`src/rtl/core/deq_pkg.sv`:
```
// Shared types and constants for the double-ended queue.
`default_nettype none

package deq_pkg;

   localparam int DEPTH_DEFAULT = 64;
   localparam int ADDR_W        = 6;
   localparam int COUNT_W       = 7;
   localparam int VALUE_W       = 32;

   typedef enum logic [2:0] {
      OP_PUSH_FRONT = 3'd0,
      OP_PUSH_BACK  = 3'd1,
      OP_POP_FRONT  = 3'd2,
      OP_POP_BACK   = 3'd3,
      OP_CLEAR      = 3'd4,
      OP_READ_ALL   = 3'd5
   } opcode_type;

   typedef enum logic [1:0] {
      ST_OK           = 2'd0,
      ST_POP_EMPTY    = 2'd1,
      ST_PUSH_FULL    = 2'd2,
      ST_READ_REFUSED = 2'd3
   } status_type;

   typedef enum logic [1:0] {
      JOB_NONE  = 2'd0,
      JOB_WRITE = 2'd1,
      JOB_READ  = 2'd2,
      JOB_SCAN  = 2'd3
   } job_kind_type;

   typedef enum logic {
      BK_IDLE = 1'b0,
      BK_SCAN = 1'b1
   } back_state_type;

   typedef struct packed {
      logic [2:0]                opcode;
      logic signed [VALUE_W-1:0] push_value;
      logic [COUNT_W-1:0]        read_limit;
   } req_type;

   typedef struct packed {
      logic signed [VALUE_W-1:0] out_value;
      logic [COUNT_W-1:0]        element_count;
      logic                      is_empty;
      status_type                status;
      logic                      last_of_run;
   } rsp_type;

   // Work handed from the front part to the back part.
   typedef struct packed {
      job_kind_type              kind;
      logic [ADDR_W-1:0]         addr;
      logic signed [VALUE_W-1:0] data;
      logic [COUNT_W-1:0]        count;
      status_type                status;
   } job_type;

   typedef struct packed {
      logic               use_rdata;
      logic [COUNT_W-1:0] count;
      status_type         status;
      logic               last;
   } meta_type;

endpackage

`default_nettype wire

```
`src/rtl/core/double_ended_queue.sv`:
```
// Top level: double-ended queue of signed words in a circular store.
// Push, pop, clear and refused commands each give their result from the back part's result
// registers once their job leaves the job queue; a read-all gives one element per cycle.
// Single-result commands are taken every cycle while busy is low; a read-all holds the
// store port to its last element; busy rises once the two-entry job queue before it is full.
// Synchronous reset empties the queue and clears both pointers; store contents are not cleared.
`default_nettype none

module double_ended_queue #(
   parameter int DEPTH = deq_pkg::DEPTH_DEFAULT
) (
   input  wire logic             clock,
   input  wire logic             reset,
   input  wire logic             start,
   output logic                  busy,
   input  wire deq_pkg::req_type req_item,
   output logic                  rsp_strobe,
   output deq_pkg::rsp_type      rsp_item
);

   logic             accept;
   logic             fifo_full;
   logic             fifo_empty;
   logic             fifo_pop;
   deq_pkg::job_type new_job;
   deq_pkg::job_type head_job;

   assign busy   = fifo_full;
   assign accept = start && !fifo_full;

   deq_front #(
      .DEPTH (DEPTH)
   ) u_front (
      .clock    (clock),
      .reset    (reset),
      .accept   (accept),
      .req_item (req_item),
      .job      (new_job)
   );

   deq_fifo u_fifo (
      .clock    (clock),
      .reset    (reset),
      .push     (accept),
      .push_job (new_job),
      .pop      (fifo_pop),
      .head_job (head_job),
      .full     (fifo_full),
      .empty    (fifo_empty)
   );

   deq_back #(
      .DEPTH (DEPTH)
   ) u_back (
      .clock      (clock),
      .reset      (reset),
      .head_job   (head_job),
      .fifo_empty (fifo_empty),
      .pop        (fifo_pop),
      .rsp_strobe (rsp_strobe),
      .rsp_item   (rsp_item)
   );

endmodule

`default_nettype wire

```
`src/rtl/core/deq_ram.sv`:
```
// Generic single-write, single-read RAM with registered read data.
`default_nettype none

module deq_ram #(
   parameter int WIDTH = 32,
   parameter int DEPTH = 64
) (
   input  wire logic                     clock,
   input  wire logic                     wr_en,
   input  wire logic [$clog2(DEPTH)-1:0] wr_addr,
   input  wire logic [WIDTH-1:0]         wr_data,
   input  wire logic                     rd_en,
   input  wire logic [$clog2(DEPTH)-1:0] rd_addr,
   output logic      [WIDTH-1:0]         rd_data
);

   logic [WIDTH-1:0] mem_ff [DEPTH];
   logic [WIDTH-1:0] rd_data_ff;

   always_ff @(posedge clock) begin
      if (wr_en) begin
         mem_ff[wr_addr] <= wr_data;
      end
      if (rd_en) begin
         rd_data_ff <= mem_ff[rd_addr];
      end
   end

   assign rd_data = rd_data_ff;

endmodule

`default_nettype wire

```
`src/rtl/core/deq_front.sv`:
```
// Front part: decodes commands, keeps pointers and count, and issues jobs.
`default_nettype none

module deq_front #(
   parameter int DEPTH = deq_pkg::DEPTH_DEFAULT
) (
   input  wire logic             clock,
   input  wire logic             reset,
   input  wire logic             accept,
   input  wire deq_pkg::req_type req_item,
   output deq_pkg::job_type      job
);

   localparam int AW  = $clog2(DEPTH);
   localparam int CW  = $clog2(DEPTH + 1);
   localparam int JAW = deq_pkg::ADDR_W;
   localparam int JCW = deq_pkg::COUNT_W;

   logic [AW-1:0] front_ff, front_in;
   logic [AW-1:0] back_ff, back_in;
   logic [CW-1:0] count_ff, count_in;
   logic          is_full;
   logic          is_zero;
   logic [AW-1:0] front_dec, front_inc, back_dec, back_inc;

   always_comb begin
      front_dec = (front_ff == '0) ? AW'(DEPTH - 1) : front_ff - AW'(1);
      front_inc = (front_ff == AW'(DEPTH - 1)) ? '0 : front_ff + AW'(1);
      back_dec  = (back_ff == '0) ? AW'(DEPTH - 1) : back_ff - AW'(1);
      back_inc  = (back_ff == AW'(DEPTH - 1)) ? '0 : back_ff + AW'(1);
      is_full   = (count_ff == CW'(DEPTH));
      is_zero   = (count_ff == '0);
   end

   always_comb begin
      front_in   = front_ff;
      back_in    = back_ff;
      count_in   = count_ff;
      job.kind   = deq_pkg::JOB_NONE;
      job.addr   = '0;
      job.data   = req_item.push_value;
      job.status = deq_pkg::ST_OK;
      case (req_item.opcode)
         deq_pkg::OP_PUSH_FRONT: begin
            if (is_full) begin
               job.status = deq_pkg::ST_PUSH_FULL;
            end else begin
               job.kind = deq_pkg::JOB_WRITE;
               job.addr = JAW'(front_dec);
               front_in = front_dec;
               count_in = count_ff + CW'(1);
            end
         end
         deq_pkg::OP_PUSH_BACK: begin
            if (is_full) begin
               job.status = deq_pkg::ST_PUSH_FULL;
            end else begin
               job.kind = deq_pkg::JOB_WRITE;
               job.addr = JAW'(back_ff);
               back_in  = back_inc;
               count_in = count_ff + CW'(1);
            end
         end
         deq_pkg::OP_POP_FRONT: begin
            if (is_zero) begin
               job.status = deq_pkg::ST_POP_EMPTY;
            end else begin
               job.kind = deq_pkg::JOB_READ;
               job.addr = JAW'(front_ff);
               front_in = front_inc;
               count_in = count_ff - CW'(1);
            end
         end
         deq_pkg::OP_POP_BACK: begin
            if (is_zero) begin
               job.status = deq_pkg::ST_POP_EMPTY;
            end else begin
               job.kind = deq_pkg::JOB_READ;
               job.addr = JAW'(back_dec);
               back_in  = back_dec;
               count_in = count_ff - CW'(1);
            end
         end
         deq_pkg::OP_CLEAR: begin
            front_in = '0;
            back_in  = '0;
            count_in = '0;
         end
         deq_pkg::OP_READ_ALL: begin
            if (JCW'(count_ff) > req_item.read_limit) begin
               job.status = deq_pkg::ST_READ_REFUSED;
            end else begin
               job.kind = deq_pkg::JOB_SCAN;
               job.addr = JAW'(front_ff);
            end
         end
         default: begin
         end
      endcase
      // For a read-all the count is unchanged and gives the number of elements.
      job.count = JCW'(count_in);
   end

   always_ff @(posedge clock) begin
      if (reset) begin
         front_ff <= '0;
         back_ff  <= '0;
         count_ff <= '0;
      end else if (accept) begin
         front_ff <= front_in;
         back_ff  <= back_in;
         count_ff <= count_in;
      end
   end

   a_count_bound: assert property (@(posedge clock) disable iff (reset)
      count_ff <= CW'(DEPTH))
      else $error("element count exceeds the store depth");

   a_ptr_meet: assert property (@(posedge clock) disable iff (reset)
      (count_ff == '0 || count_ff == CW'(DEPTH)) |-> front_ff == back_ff)
      else $error("pointers disagree with an empty or full count");

endmodule

`default_nettype wire

```
`src/rtl/core/deq_fifo.sv`:
```
// Two-entry job queue between the front and back parts.
`default_nettype none

module deq_fifo (
   input  wire logic             clock,
   input  wire logic             reset,
   input  wire logic             push,
   input  wire deq_pkg::job_type push_job,
   input  wire logic             pop,
   output deq_pkg::job_type      head_job,
   output logic                  full,
   output logic                  empty
);

   deq_pkg::job_type slot_ff [2];
   logic             wr_ptr_ff, wr_ptr_in;
   logic             rd_ptr_ff, rd_ptr_in;
   logic [1:0]       fill_ff, fill_in;

   always_comb begin
      full      = (fill_ff == 2'd2);
      empty     = (fill_ff == 2'd0);
      head_job  = slot_ff[rd_ptr_ff];
      wr_ptr_in = push ? ~wr_ptr_ff : wr_ptr_ff;
      rd_ptr_in = pop ? ~rd_ptr_ff : rd_ptr_ff;
      fill_in   = fill_ff;
      if (push && !pop) begin
         fill_in = fill_ff + 2'd1;
      end else if (pop && !push) begin
         fill_in = fill_ff - 2'd1;
      end
   end

   always_ff @(posedge clock) begin
      if (push) begin
         slot_ff[wr_ptr_ff] <= push_job;
      end
   end

   always_ff @(posedge clock) begin
      if (reset) begin
         wr_ptr_ff <= 1'b0;
         rd_ptr_ff <= 1'b0;
         fill_ff   <= 2'd0;
      end else begin
         wr_ptr_ff <= wr_ptr_in;
         rd_ptr_ff <= rd_ptr_in;
         fill_ff   <= fill_in;
      end
   end

   a_no_overrun: assert property (@(posedge clock) disable iff (reset)
      !(push && full) && !(pop && empty))
      else $error("job queue overrun or underrun");

endmodule

`default_nettype wire

```
`src/rtl/core/deq_back.sv`:
```
// Back part: carries out jobs on the entry store and produces the results.
`default_nettype none

module deq_back #(
   parameter int DEPTH = deq_pkg::DEPTH_DEFAULT
) (
   input  wire logic             clock,
   input  wire logic             reset,
   input  wire deq_pkg::job_type head_job,
   input  wire logic             fifo_empty,
   output logic                  pop,
   output logic                  rsp_strobe,
   output deq_pkg::rsp_type      rsp_item
);

   localparam int AW  = $clog2(DEPTH);
   localparam int JCW = deq_pkg::COUNT_W;

   deq_pkg::back_state_type state_ff, state_in;
   logic [AW-1:0]           scan_addr_ff, scan_addr_in;
   logic [JCW-1:0]          remain_ff, remain_in;
   logic [JCW-1:0]          total_ff, total_in;
   logic                    out_valid_ff, out_valid_in;
   deq_pkg::meta_type       meta_ff, meta_in;
   logic                    wr_en;
   logic                    rd_en;
   logic [AW-1:0]           rd_addr;
   logic [deq_pkg::VALUE_W-1:0] rd_data;

   deq_ram #(
      .WIDTH (deq_pkg::VALUE_W),
      .DEPTH (DEPTH)
   ) u_store (
      .clock   (clock),
      .wr_en   (wr_en),
      .wr_addr (head_job.addr[AW-1:0]),
      .wr_data (head_job.data),
      .rd_en   (rd_en),
      .rd_addr (rd_addr),
      .rd_data (rd_data)
   );

   always_comb begin
      state_in     = state_ff;
      scan_addr_in = scan_addr_ff;
      remain_in    = remain_ff;
      total_in     = total_ff;
      out_valid_in = 1'b0;
      meta_in      = meta_ff;
      pop          = 1'b0;
      wr_en        = 1'b0;
      rd_en        = 1'b0;
      rd_addr      = scan_addr_ff;
      case (state_ff)
         deq_pkg::BK_IDLE: begin
            if (!fifo_empty) begin
               pop               = 1'b1;
               meta_in.use_rdata = 1'b0;
               meta_in.count     = head_job.count;
               meta_in.status    = head_job.status;
               meta_in.last      = 1'b1;
               case (head_job.kind)
                  deq_pkg::JOB_WRITE: begin
                     wr_en        = 1'b1;
                     out_valid_in = 1'b1;
                  end
                  deq_pkg::JOB_READ: begin
                     rd_en             = 1'b1;
                     rd_addr           = head_job.addr[AW-1:0];
                     meta_in.use_rdata = 1'b1;
                     out_valid_in      = 1'b1;
                  end
                  deq_pkg::JOB_SCAN: begin
                     // An empty queue reads out nothing.
                     if (head_job.count != '0) begin
                        state_in     = deq_pkg::BK_SCAN;
                        scan_addr_in = head_job.addr[AW-1:0];
                        remain_in    = head_job.count;
                        total_in     = head_job.count;
                     end
                  end
                  default: begin
                     out_valid_in = 1'b1;
                  end
               endcase
            end
         end
         deq_pkg::BK_SCAN: begin
            rd_en             = 1'b1;
            out_valid_in      = 1'b1;
            meta_in.use_rdata = 1'b1;
            meta_in.count     = total_ff;
            meta_in.status    = deq_pkg::ST_OK;
            meta_in.last      = (remain_ff == JCW'(1));
            scan_addr_in      = (scan_addr_ff == AW'(DEPTH - 1)) ? '0
                                                                 : scan_addr_ff + AW'(1);
            remain_in         = remain_ff - JCW'(1);
            if (remain_ff == JCW'(1)) begin
               state_in = deq_pkg::BK_IDLE;
            end
         end
         default: begin
            state_in = deq_pkg::BK_IDLE;
         end
      endcase
   end

   always_ff @(posedge clock) begin
      if (reset) begin
         state_ff     <= deq_pkg::BK_IDLE;
         out_valid_ff <= 1'b0;
         remain_ff    <= '0;
      end else begin
         state_ff     <= state_in;
         out_valid_ff <= out_valid_in;
         remain_ff    <= remain_in;
      end
   end

   always_ff @(posedge clock) begin
      scan_addr_ff <= scan_addr_in;
      total_ff     <= total_in;
      meta_ff      <= meta_in;
   end

   always_comb begin
      rsp_strobe             = out_valid_ff;
      rsp_item.out_value     = meta_ff.use_rdata ? rd_data : '0;
      rsp_item.element_count = meta_ff.count;
      rsp_item.is_empty      = (meta_ff.count == '0);
      rsp_item.status        = meta_ff.status;
      rsp_item.last_of_run   = meta_ff.last;
   end

   a_scan_remain: assert property (@(posedge clock) disable iff (reset)
      state_ff == deq_pkg::BK_SCAN |-> remain_ff != '0)
      else $error("readout running with nothing left to read");

   a_run_end: assert property (@(posedge clock) disable iff (reset)
      (out_valid_ff && meta_ff.last) |-> state_ff == deq_pkg::BK_IDLE)
      else $error("last result given while a readout continues");

   a_run_mid: assert property (@(posedge clock) disable iff (reset)
      (out_valid_ff && !meta_ff.last) |-> state_ff == deq_pkg::BK_SCAN)
      else $error("readout ended without a last result");

endmodule

`default_nettype wire
```
`config.mk`:
```
export PLATFORM = sky130hd
export DESIGN_NAME = double_ended_queue
export DESIGN_NICKNAME = d
export VERILOG_FILES = /design/src/rtl/core/deq_pkg.sv /design/src/rtl/core/double_ended_queue.sv /design/src/rtl/core/deq_ram.sv /design/src/rtl/core/deq_front.sv /design/src/rtl/core/deq_fifo.sv /design/src/rtl/core/deq_back.sv
export SDC_FILE = /design/constraint.sdc
export NUM_CORES = 2
export LEC_CHECK = 0
export BUFFER_PORTS_ARGS = -buffer_cell sky130_fd_sc_hd__buf_2
export CAP_MARGIN = 20
export CORE_ASPECT_RATIO = 2
export CORE_MARGIN = 2
export CORE_UTILIZATION = 67
export CTS_BUF_LIST = sky130_fd_sc_hd__clkbuf_8
export CTS_CLUSTER_SIZE = 8
export DETAILED_ROUTE_END_ITERATION = 10
export GPL_ROUTABILITY_DRIVEN = 0
export GPL_TIMING_DRIVEN = 0
export PLACE_DENSITY = 0.84
export SYNTH_ARGS = -nofsm -noshare
export SYNTH_HDL_FRONTEND = slang
export SYNTH_SLANG_ARGS = --single-unit
```
`constraint.sdc`:
```
create_clock -name clock -period 9.5 [get_ports clock]
set_input_delay 0.475 -clock clock [delete_from_list [all_inputs] [get_ports clock]]
set_output_delay 0.475 -clock clock [all_outputs]
set_load 0.1 [all_outputs]
```
==> results.ini, run 1 <==
[logic_synthesis]
synth_top_area_share_pct = 75.3
ys_seq_area_share_pct = 76.1
synthAdderAreaFrac_pct = 0.271
synth_compound_area_share_pct = 10.3
synth_top_flop_cell = edfxtp_1
syn_inst = 5753
yosysWarnings = 0
muxShareOfSynthArea_pct = 3.43
synth_top_family_by_area = compound AO/OA/AOI/OAI gates
synth_top_area_cell = edfxtp_1
yosys.area_share.simple_pct = 7.43
synth_edf_count = 2202
synth_xor_area_share_pct = 0.140
synth.avg_cell_area_sq_um = 15.3
ys_types = 76
synth.area.top_cells = edfxtp_1 75%, nand2_1 4.5%, mux2i_1 2.3%, a221oi_1 2.2%, a21oi_1 1.9%
ys_ff_latch = 2235
syn_area_sq_um = 87800
syn-num-nets = 5817
synth_async_sr_flop_share_pct = 0

[place]
dp_hpwl_um = 250000
pre_cts_slack_ns = 3.95
portBuffers = 86

[floorplan]
die_height_um = 516
fp.dieW_um = 260
num_rows = 187
ios = 90
start_util_pct = 67.6

[status]
firstError = [ERROR GRT-0116] Global routing finished with congestion. Check the congestion regions in the DRC Viewer.
status = did not finish
failing_step = global routing (5_1_grt)

[grt]
grt_pass1_wl_um = 597000
gr-total-overflow = 334
first_global_vias = 71447
grt_use_total_pct = 65.2
grt_max_degree = 65

[clocking]
h-tree-depth = 5
cts_sinks = 2235
clockBufferDepth = 4
root_buffer = clkbuf_8
cts_resized = 0
cts-buffers-inserted = 324

-- layer usage --
metal	GRT overflow	GRT usage, %
met1	7	63.8
met2	168	83.1
met3	6	50.1
met4	151	63.3
met5	2	20.7
-- Yosys cell counts, types with 4 or more instances --
cell / n
and3_1: 39
edfxtp_1: 2202
a221oi_2: 12
mux4_2: 12
nor4_1: 26
and2_1: 37
nor3_1: 41
nand2_1: 1060
o21ai_0: 37
nor2b_1: 10
ha_1: 19
buf_4: 36
buf_2: 158
mux2i_2: 4
nor2_1: 118
mux2_2: 52
o221ai_1: 8
dfxtp_1: 33
a32oi_1: 141
a221oi_1: 217
a221o_1: 12
nand3b_1: 6
clkbuf_1: 161
inv_1: 27
a211oi_1: 99
a31oi_1: 93
a22o_1: 10
xor2_1: 8
o31ai_1: 6
a21oi_1: 336
or3_1: 7
mux2i_1: 203
a32o_1: 19
buf_6: 16
a311oi_1: 76
buf_1: 26
a22oi_1: 121
nand4_1: 30
nand2b_1: 14
xnor2_1: 6
o22ai_1: 11
nand3_1: 149
-- through the flow --
stage,std cells,cell area [sq um]
3_3_place_gp,7540,90400
3_5_place_dp,7677,93400
2_1_floorplan,5753,87800
4_1_cts,8099,98500
-- cell families after synthesis --
logic type | after synthesis
adder cells (fa/ha/maj) | 19
flip-flops | 2235
buffers and inverters | 428
multiplexers | 275
XOR/XNOR | 14
AO/OA/AOI/OAI | 1235
AND/OR/NAND/NOR | 1547
-- repair_timing --
| action | 4_1_cts |
|---|---|
| endpoints found under the setup margin | 0 |
| hold buffers | 33 |
| setup buffers | 0 |
| endpoints found under the hold margin | 66 |
==> inputs of run 2 (changes only) <==
--- a/config.mk
+++ b/config.mk
@@ -7,15 +7,12 @@
 export LEC_CHECK = 0
 export BUFFER_PORTS_ARGS = -buffer_cell sky130_fd_sc_hd__buf_2
 export CAP_MARGIN = 20
-export CORE_ASPECT_RATIO = 2
 export CORE_MARGIN = 2
-export CORE_UTILIZATION = 67
-export CTS_BUF_LIST = sky130_fd_sc_hd__clkbuf_8
-export CTS_CLUSTER_SIZE = 8
+export CORE_UTILIZATION = 40
 export DETAILED_ROUTE_END_ITERATION = 10
 export GPL_ROUTABILITY_DRIVEN = 0
 export GPL_TIMING_DRIVEN = 0
-export PLACE_DENSITY = 0.84
+export PLACE_DENSITY_LB_ADDON = 0.15
 export SYNTH_ARGS = -nofsm -noshare
 export SYNTH_HDL_FRONTEND = slang
 export SYNTH_SLANG_ARGS = --single-unit
==> run 2 against run 1 <==
  * The flow now finishes without violations
  * Synthesized area did not move
  * Synthesized cell count did not move
==> results.ini, run 2 <==
[logic_synthesis]
synth_top_flop_cell = edfxtp_1
syn_inst = 5753  ; unchanged
yosysWarnings = 0  ; unchanged
ys_ff_latch = 2235  ; unchanged
ys_types = 76  ; unchanged
synth_top_area_cell = edfxtp_1
syn_area_sq_um = 87800  ; unchanged
synth.area.top_cells = edfxtp_1 75%, nand2_1 4.5%, mux2i_1 2.3%, a221oi_1 2.2%, a21oi_1 1.9%
synth_common_cells = 2,202 x edfxtp_1, 1,060 x nand2_1, 336 x a21oi_1
synth_edf_count = 2202  ; unchanged
synth_most_common_cell = edfxtp_1
syn-num-nets = 5817  ; unchanged
synth_top_area_share_pct = 75.3  ; unchanged
synth.avg_cell_area_sq_um = 15.3  ; unchanged
ys_seq_area_share_pct = 76.1  ; unchanged
synth_async_sr_flop_share_pct = 0  ; unchanged

[power]
p_int_mw = 19.8
switching_share_pct = 42.3
clkPwrFrac_pct = 25.5
p_leak_nw = 33.7
p_switching_mw = 14.5
power_frac_seq_pct = 35.4
combPwrFrac_pct = 39.1
pwr_density_cell_nw_per_um2 = 333
ir_worst_vdd_mv = 0.240

[clocking]
root_buffer = clkbuf_16
cts_resized = 0  ; unchanged
cts.clk_slew.worst_paths_ns = 0.06
cts-buffers-inserted = 227  ; -30%
worstSkewPairLatency_ns = 0.90
h-tree-depth = 4  ; -1
post_cts_buffers = 0  ; unchanged
cts_tree = built
cts_sinks = 2235  ; unchanged
clockBufferDepth = 3  ; -1
hold_buffers = 33  ; unchanged

[timing]
timing.setup.tns_ns = 0
slew_headroom_pct = 2.92
tightest_slew_ns = 1.46
max_freq_mhz = 170
period_share_pct = 61.9
rsz0062_at_grt = no
setup_violations = 0
hold_violations = 0
period_minus_slack_ns = 5.88
finClkSkew_ns = 0.0516
slew_viol_final = 0

[detailed_routing]
dr_total_vias = 59965
first_pass_iters = 6
routed_wirelength_um = 373000
antenna_left = 0
wl_per_cell_um = 39.9
drtIter0Drc = 11478
vias_per_cell = 6.42
drc = 0

[floorplan]
coreArea_sq_um = 218000
num_rows = 171  ; -8.6%
die_area_sq_um = 223000
fp.dieW_um = 472  ; +82%
start_util_pct = 40.3  ; -27 points
ios = 90  ; unchanged
die_height_um = 472  ; -8.4%

[cells_and_area]
layout_commonest_cell = edfxtp_1
final_cells = 9336
drive_gt1_share_pct = 14.9
nets = 6349
largest_register_ffs = 2048
area_growth_pct = 17.3
regMostFlops = u_back.u_store.mem_ff
design_area_sq_um = 103000
layout_common_cells = 2,202 x edfxtp_1, 1,060 x nand2_1, 336 x a21oi_1

[grt]
gr-total-overflow = 0
grt_use_total_pct = 32.6
grt_pass1_wl_um = 488000
antenna_found_initial = 19
first_global_vias = 54838
grt_max_degree = 65

[setup_path]
critPathKind = flip-flop to flip-flop
crit_top_cell = buf_2
cpLargestDelayFamily = compound AO/OA/AOI/OAI gates
worst_ep_required_time_ns = 10.08
path_buf_inv = 5
worst_setup_path_end_kind = flip-flop
startpoint_type = flip-flop
worstPathArrival_ns = 6.45
cp_cell_sequence = buf_2, o21ba_4, inv_2, a21oi_4, mux2i_1, buf_2, nor2_1, clkbuf_1, a221oi_1, a311oi_1, buf_2, nor4_1
critPathMaxStageDelay_ns = 1.29
path_max_fanout = 10
crit_path_top_delay_cell = a221oi_1

[status]
status = finished, final reports clean

[min_path]
min_path_type = primary input to flip-flop

[place]
dpl_cell_area_sq_um = 95500  ; +2.3%
dpl.cell_count = 8871  ; +16%
dp_hpwl_um = 264000  ; +5.7%
portBuffers = 86  ; unchanged

[run]
maxCapViolCount = 0

==> run 2: worst register-to-register path: stages, from the launching register on <==
cell	delay [ns]
dfxtp_1	0.29
buf_2	0.21
o21ba_4	0.33
inv_2	0.09
a21oi_4	0.37
mux2i_1	0.36
buf_2	0.55
nor2_1	0.43
clkbuf_1	0.58
a221oi_1	1.29
a311oi_1	0.17
buf_2	0.30
nor4_1	0.64
==> run 2: logic make-up (layout without fill, tap and decap cells) <==
kind of cell / Yosys count / count (layout) / synth area share (%)
AND/OR/NAND/NOR: 1547 / 1547 / 7.43
adder cells (fa/ha/maj): 19 / 19 / 0.271
XOR/XNOR: 14 / 14 / 0.140
multiplexers: 275 / 275 / 3.43
other: 0 / 15 / 0
flip-flops: 2235 / 2235 / 76.1
buffers and inverters: 428 / 1142 / 2.36
AO/OA/AOI/OAI: 1235 / 1235 / 10.3
==> run 2: layout make-up <==
cell class | count | area, sq um
Buffer | 398 | 1960
Fill cell | 18849 | 115000
Sequential cell | 2235 | 66800
Multi-Input combinational cell | 3090 | 19600
Clock inverter | 138 | 1100
Timing Repair Buffer | 303 | 3870
Clock buffer | 273 | 5980
Inverter | 30 | 113
Tap cell | 2854 | 3570
Antenna cell | 15 | 37.5
==> run 2: power groups by stage <==
stage	sequential, mW	clock, mW	combinational [mW]
final	12.1	8.75	13.4
after CTS	12.1	8.78	12.8
after floorplan	12.3	0	5.73
after global routing	12.1	9.13	13.3
after detailed placement	12.3	0	12.8
after global placement	12.4	0	12.1
==> run 2: per-stage QoR <==
stage | power [mW] | util [%] | hold slack [ns] | setup slack, ns
after detailed placement | 25.1 | 43.9 | 0.467 | 4.01
after CTS | 33.7 | 47.3 | 0.129 | 3.98
after floorplan | 18.0 | - | 0.444 | 4.80
final | 34.3 | 47.3 | 0.172 | 3.62
after global routing | 34.5 | 47.3 | 0.179 | 3.80
after global placement | 24.5 | 42.2 | 0.459 | 0.416
==> run 2: final timing paths <==
check / startpoint / to / slack [ns] / cells past startpoint
setup / recovery: u_back.state_ff$_SDFF_PP0_ / u_back.u_store.rd_data[9]$_DFFE_PP_ / 3.62 / 12
hold / removal: start / u_front.front_ff[2]$_SDFFE_PP0P_ / 0.17 / 5
setup reg to reg: u_back.state_ff$_SDFF_PP0_ / u_back.u_store.rd_data[9]$_DFFE_PP_ / 3.62 / 12
hold reg to reg: u_back.remain_ff[6]$_SDFFE_PP0P_ / u_back.remain_ff[6]$_SDFFE_PP0P_ / 0.48 / 2
==> run 2: per-layer routing <==
metal / vias to the layer above / global-route usage (%) / part of all wire [%]
met4: 6 / 22.8 / 8.5
met2: 4465 / 47.5 / 43
li1: 23754 / - / -
met5: - / 1.12 / 0.091
met3: 895 / 8.16 / 12
met1: 30845 / 42.6 / 37
Note: power is estimated with default switching activity, not from simulation.
